File: src/mbet_pkg.sv
package mbet_pkg;

    localparam int DIM_BITS_DEF   = 12;
    localparam int ITER_BITS_DEF  = 16;
    localparam int COORD_BITS_DEF = 32;

    localparam int CFG_IDX_W = 3;
    localparam int RST_SIZE  = 512;
    localparam int RST_LIMIT = 255;

    typedef enum logic [CFG_IDX_W-1:0] {
        REG_IMAGE_WIDTH  = 3'd0,
        REG_IMAGE_HEIGHT = 3'd1,
        REG_ITER_LIMIT   = 3'd2,
        REG_REAL_MIN     = 3'd3,
        REG_REAL_MAX     = 3'd4,
        REG_IMAG_MIN     = 3'd5,
        REG_IMAG_MAX     = 3'd6
    } t_reg_idx;

    // Commands from the controller to the datapath.
    typedef struct packed {
        logic load;
        logic mul;
        logic div;
        logic cadd;
        logic step;
        logic finish;
    } t_cmd;

    typedef struct packed {
        logic iter_done;
    } t_status;

endpackage

File: src/mbet_ctrl.sv
module mbet_ctrl import mbet_pkg::*; #(
    parameter int DIV_STEPS = COORD_BITS_DEF + DIM_BITS_DEF
) (
    input  logic    i_clk,
    input  logic    i_rst_n,
    input  logic    i_start,
    input  t_status i_status,
    output t_cmd    o_cmd,
    output logic    o_busy,
    output logic    o_done
);

    localparam int CNT_W = $clog2(DIV_STEPS);

    typedef enum logic [5:0] {
        S_IDLE = 6'b000001,
        S_MUL  = 6'b000010,
        S_DIV  = 6'b000100,
        S_ADD  = 6'b001000,
        S_ITER = 6'b010000,
        S_DONE = 6'b100000
    } t_state;

    t_state           r_state;
    t_state           n_state;
    logic [CNT_W-1:0] r_cnt;
    logic [CNT_W-1:0] n_cnt;

    always_comb begin
        n_state = r_state;
        n_cnt   = r_cnt;
        o_cmd   = '0;
        case (r_state)
            S_IDLE: begin
                if (i_start) begin
                    o_cmd.load = 1'b1;
                    n_state    = S_MUL;
                end
            end
            S_MUL: begin
                o_cmd.mul = 1'b1;
                n_cnt     = '0;
                n_state   = S_DIV;
            end
            S_DIV: begin
                o_cmd.div = 1'b1;
                n_cnt     = r_cnt + CNT_W'(1);
                if (r_cnt == CNT_W'(DIV_STEPS - 1)) begin
                    n_state = S_ADD;
                end
            end
            S_ADD: begin
                o_cmd.cadd = 1'b1;
                n_state    = S_ITER;
            end
            S_ITER: begin
                if (i_status.iter_done) begin
                    o_cmd.finish = 1'b1;
                    n_state      = S_DONE;
                end else begin
                    o_cmd.step = 1'b1;
                end
            end
            S_DONE: begin
                n_state = S_IDLE;
            end
            default: begin
                n_state = S_IDLE;
            end
        endcase
    end

    always_ff @(posedge i_clk) begin
        if (!i_rst_n) begin
            r_state <= S_IDLE;
            r_cnt   <= '0;
        end else begin
            r_state <= n_state;
            r_cnt   <= n_cnt;
        end
    end

    assign o_busy = r_state != S_IDLE;
    assign o_done = r_state == S_DONE;

endmodule

File: config.mk
export PLATFORM = sky130hd
export DESIGN_NAME = mbet_ctrl
export DESIGN_NICKNAME = d
export VERILOG_FILES = /design/src/mbet_pkg.sv /design/src/mbet_ctrl.sv
export SDC_FILE = /design/constraint.sdc
export NUM_CORES = 1
export LEC_CHECK = 0
export ABC_AREA = 1
export BUFFER_PORTS_ARGS = -buffer_cell sky130_fd_sc_hd__buf_4
export CORE_MARGIN = 2
export CORE_UTILIZATION = 47
export DETAILED_ROUTE_END_ITERATION = 10
export GPL_TIMING_DRIVEN = 0
export PLACE_DENSITY = 0.72
export SLEW_MARGIN = 20
export SYNTH_ARGS = -nofsm -noshare
export SYNTH_HDL_FRONTEND = slang
export SYNTH_SLANG_ARGS = --single-unit
File: constraint.sdc
create_clock -name i_clk -period 1 [get_ports i_clk]
set_input_delay 0.2 -clock i_clk [delete_from_list [all_inputs] [get_ports i_clk]]
set_output_delay 0.2 -clock i_clk [all_outputs]
set_load 0.01 [all_outputs]
Word-level counts from Yosys, hierarchy flattened --
Cells that the tools add are included.
Operators by class: add/sub/neg operators 1, $mul 0, div/mod/pow operators 0, order comparisons 0, equality and inequality tests 11, shifts and indexed selects 0, muxes and demuxes 13, bitwise operators 0, reduce and logical (&&, ||, !) cells 2
Operators by type and width (count):
- 6-bit one-hot mux with 5 select lines | 1
- 6-bit 2-to-1 mux | 3
- 6-bit == test, second input constant | 2
- 6-bit one-hot mux with 2 select lines | 1
- 1-bit 2-to-1 mux | 7
- 6-bit by 1-bit adder with 6-bit output, second input constant | 1
- 6-bit by 1-bit == test with 1-bit output, second input constant | 1
- 6-bit by 2-bit == test with 1-bit output, second input constant | 1
- 6-bit by 3-bit == test with 1-bit output, second input constant | 1
- 6-bit by 4-bit == test with 1-bit output, second input constant | 1
- 6-bit by 5-bit == test with 1-bit output, second input constant | 1
- 2-bit inequality test, second input constant | 3
- 6-bit by 1-bit inequality test with 1-bit output, second input constant | 1
- 3-bit AND reduction | 1
- 2-bit 2-to-1 mux | 1
- 2-bit nonzero test | 1
Word-level totals: flip-flop bits (word level) 12, bits in latches 0, bits in writable memories 0, ROM bits 0, input bits 4, output and inout port bits 8, memories kept 0

Depth between registers and ports, before layout --
word-level depth 3, mapped depth 8, depth with buffers taken out 8

Least setup slack after synthesis --
Ideal clock, no wire load.
path type reg-to-reg, start register r_cnt[0], end register r_cnt[4], setup time 116 ps, data arrival time 1001 ps, data required time 884 ps, slack -117 ps, cell stages (with the launch flop) 7, buffers on the path 0, cell sequence dfxtp_1 > ha_1 > inv_1 > nor3_1 > nand2_2 > o21ai_0 > nor2_1
Between the ends: longest elaborated chain between the ends 2
RTL lines:
- start: declaration | RTL line mbet_ctrl.sv:26 | logic [CNT_W-1:0] r_cnt;
- start signal: assignment | RTL line mbet_ctrl.sv:79 | r_cnt <= n_cnt;
- 6-bit by 1-bit adder with 6-bit output | RTL line mbet_ctrl.sv:47 | n_cnt = r_cnt + CNT_W'(1);
- 6-bit one-hot mux with 2 select lines | RTL line mbet_ctrl.sv:33 | case (r_state)
No other way between the ends. A chain may end at the register's enable or synchronous reset.

==> summary.txt <==
Layout
  – Layout Area Growth over Synthesis: 44.9%
  – Proportion of layout cells with a drive suffix above 1: 0.508
  – Post-route cell area: 973 um2
  – Ant diodes: 0
  – Fin nets: 124

Clock network
  – Number of CTS-inserted buffers: 3
  – Largest buffer count on any clock path: 2
  – Clock transition at path regs: 0.09 ns
  – # hold bufs at CTS: 0
  – Clock Tree Root: clkbuf_4
  – CTS tree: done
  – CTS sink cnt: 12
  – Worst skew pair latency: 0.28 ns
  – CTS H-tree lvls: 1

Timing
  – Final worst-path cycle share: 1.38
  – Fin worst setup slack: -0.383 ns
  – Final setup violating endpoints: 19
  – RSZ-0062 raised after global routing: true
  – Worst Tran Pin Value: 0.333 ns
  – Setup clock skew after layout: 0.00679 ns
  – Maximum clock frequency: 723 MHz
  – Hold violation count in the final report: 0
  – Max Slew Vio Count: 0
  – Slew headroom: 0.778
  – Time the final worst path needs with I/O delays and setup: 1.38 ns

Critical path
  – Worst setup path startpoint: r_state[4]
  – Crit. End Element: primary output
  – Cell class contributing the biggest share of worst-path delay: simple AND/OR/NAND/NOR gates
  – Worst endpoint data arrival time: 1.18 ns
  – Critical path, cell by cell: nor2_4 -> nand3_2 -> nor2_2 -> buf_4
  – Startpoint of the most critical register-to-register path: r_state[4]
  – Crit path max fanout: 5
  – Slowest library cell on the worst path: dfxtp_2
  – Setup CP Type: flop to primary output
  – Total buffers and inverters traversed by the critical path: 1
  – Req. time, crit path: 0.80 ns
  – CP Launch Type: flop
  – Stage delay of the slowest cell on the critical path: 0.34 ns

Yosys
  – Post-synthesis register bit count: 12
  – Cell type with the largest total area after synthesis: dfxtp_1
  – EDFF count, synth: 0
  – Post-Synthesis Net Count: 99
  – Yosys top cell area share: 0.358
  – Most area-consuming cells after synthesis: dfxtp_1 (36%), nand3_1 (8.9%), inv_1 (8.9%), nor2_1 (7.3%), nor2_4 (6.7%)
  – Post-synthesis instance area: 672 um2
  – Most used standard cell by instance count after synthesis: inv_1
  – Cell count after synthesis: 94
  – Count of warnings emitted by yosys: 0
  – Portion of the post-synthesis area used by sequential elements: 0.358
  – Avg Inst Size Synth: 7.15 um2
  – Commonest cells in the netlist: inv_1 (16), nor2_1 (13), dfxtp_1 (12), nand3_1 (12), nand2_1 (9)
  – Synth cell types: 17
  – Main flop type after synthesis: dfxtp_1
  – Async SR Flop Fraction: 0

Floorplanning
  – Die X-Extent: 41.8 um
  – Initial Util: 0.510
  – Vertical die dimension: 41.8 um
  – Cell row count: 13
  – Die area: 1750 um2
  – Placeable core region: 1320 um2
  – I/O pin count: 12

Min path
  – Startpoint of the tightest hold check path: i_rst_n
  – Min-Delay Path Class: input port to flop

Place
  – Number of buffers inserted by port buffering: 11
  – HPWL after DPL: 1080 um
  – Gpl congestion: 0.731
  – Setup Slack @ Placement: -0.211 ns
  – Cell Area, Placed: 787 um2

Pwr
  – Pleak: 0.466 nW
  – VDD IR-drop max: 0.000854 V
  – Cell Pwr Density: 1360 nW/um2

Global route
  – Number of antenna violations at the first check in global routing: 0
  – Total Routing Usage GR: 0.190
  – Maximum number of pins on one net before global-route repair: 9
  – Number of global-route vias before repair: 649
  – First-pass GRT wire length: 2600 um
  – GRT Residual Overflow: 0

Flow run
  – Number of max-capacitance violations reported: 0

Detailed routing
  – Number of detailed-routing iterations run before antenna repair: 4
  – Detail Route Antenna Nets: 0
  – Drt drc: 0
  – Vias after detailed routing: 685
  – Number of violations reported at the end of detailed-routing iteration 0: 12
  – Total wire length: 1620 um
  – WL/cell: 12.2 um
  – Post-detailed-route via-to-cell ratio: 5.15

Outcome
  – Status: finished, violations left
  – Violated checks: negative setup slack
flip-flops by register name, indices dropped and copies added (netlist names):
| name | flops |
|---|---|
| r_cnt | 6 |
| r_state | 6 |
metrics by stage:
stage	TNS [ns]	util	cells	hold slack, ns	power (mW)
finish	-5.13	0.739	133	0.182	1.32
global route	-6.49	0.739	133	0.180	1.39
CTS	-5.17	0.711	132	0.177	1.29
detailed placement	-2.12	0.597	120	0.479	0.822
global placement	-1.85	0.597	120	0.476	0.818
floorplan	-0.503	-	94	0.326	0.733
where the power goes:
| part | total [mW] | internal, mW | switching (mW) |
|---|---|---|---|
| logic | 0.384 | 0.179 | 0.205 |
| registers | 0.535 | 0.506 | 0.0292 |
| clock network | 0.402 | 0.221 | 0.180 |
layout make-up:
class	count	area (um2)
fillers	104	344
repair buffers	20	173
flip-flops and latches	12	251
well taps	15	18.8
multi-input cells	64	422
clock buffers	4	36.3
inverters	18	72.6
logic make-up (layout without fill, tap and decap cells):
| family | Yosys count | count (layout) | share of synthesized area |
|---|---|---|---|
| and+or+nand+nor | 51 | 51 | 0.428 |
| buffers and inverters | 18 | 42 | 0.101 |
| AOI/OAI and AO/OA | 12 | 12 | 0.0950 |
| DFF | 12 | 12 | 0.358 |
| adders and majority gates | 1 | 1 | 0.0186 |
layout by cell type, fill, tap and decap left out, drive strengths merged:
cell    netlist  final
nand2        14     14
a21oi         7      7
buf           0     20
clkbuf        0      4
nand3        12     12
o21ai         5      5
ha            1      1
nor3          4      4
nand4         3      3
nor2         18     18
dfxtp        12     12
inv          18     18
tightest hold or removal path, delay by kind of cell:
kind	cells	cell delay, ns
buffers and inverters	1	0.13
AND/OR/NAND/NOR	2	0.09
final timing paths:
path	to	slack, ns	depth (start not counted)
setup / recovery	o_cmd[5]	-0.38	4
hold / removal	r_cnt[5]	0.18	3
setup reg to reg	r_state[0]	-0.28	9
hold reg to reg	r_cnt[0]	0.47	1
routing by layer:
layer / wire length (um) / track usage
met2: 835 / 0.334
met4: 11 / 0.103
met1: 715 / 0.215
met3: 58 / 0.0304
met5: 0 / 0
repair_timing:
item / in CTS / in global routing
endpoints found under the hold margin: 0 / 0
buffers inserted: 7 / 1
endpoints found under the setup margin: 18 / 20
gates resized for setup: 20 / 10
pin swaps: 12 / 4
cloned: 1 / 0
Note: power is estimated with default switching activity, not from simulation.
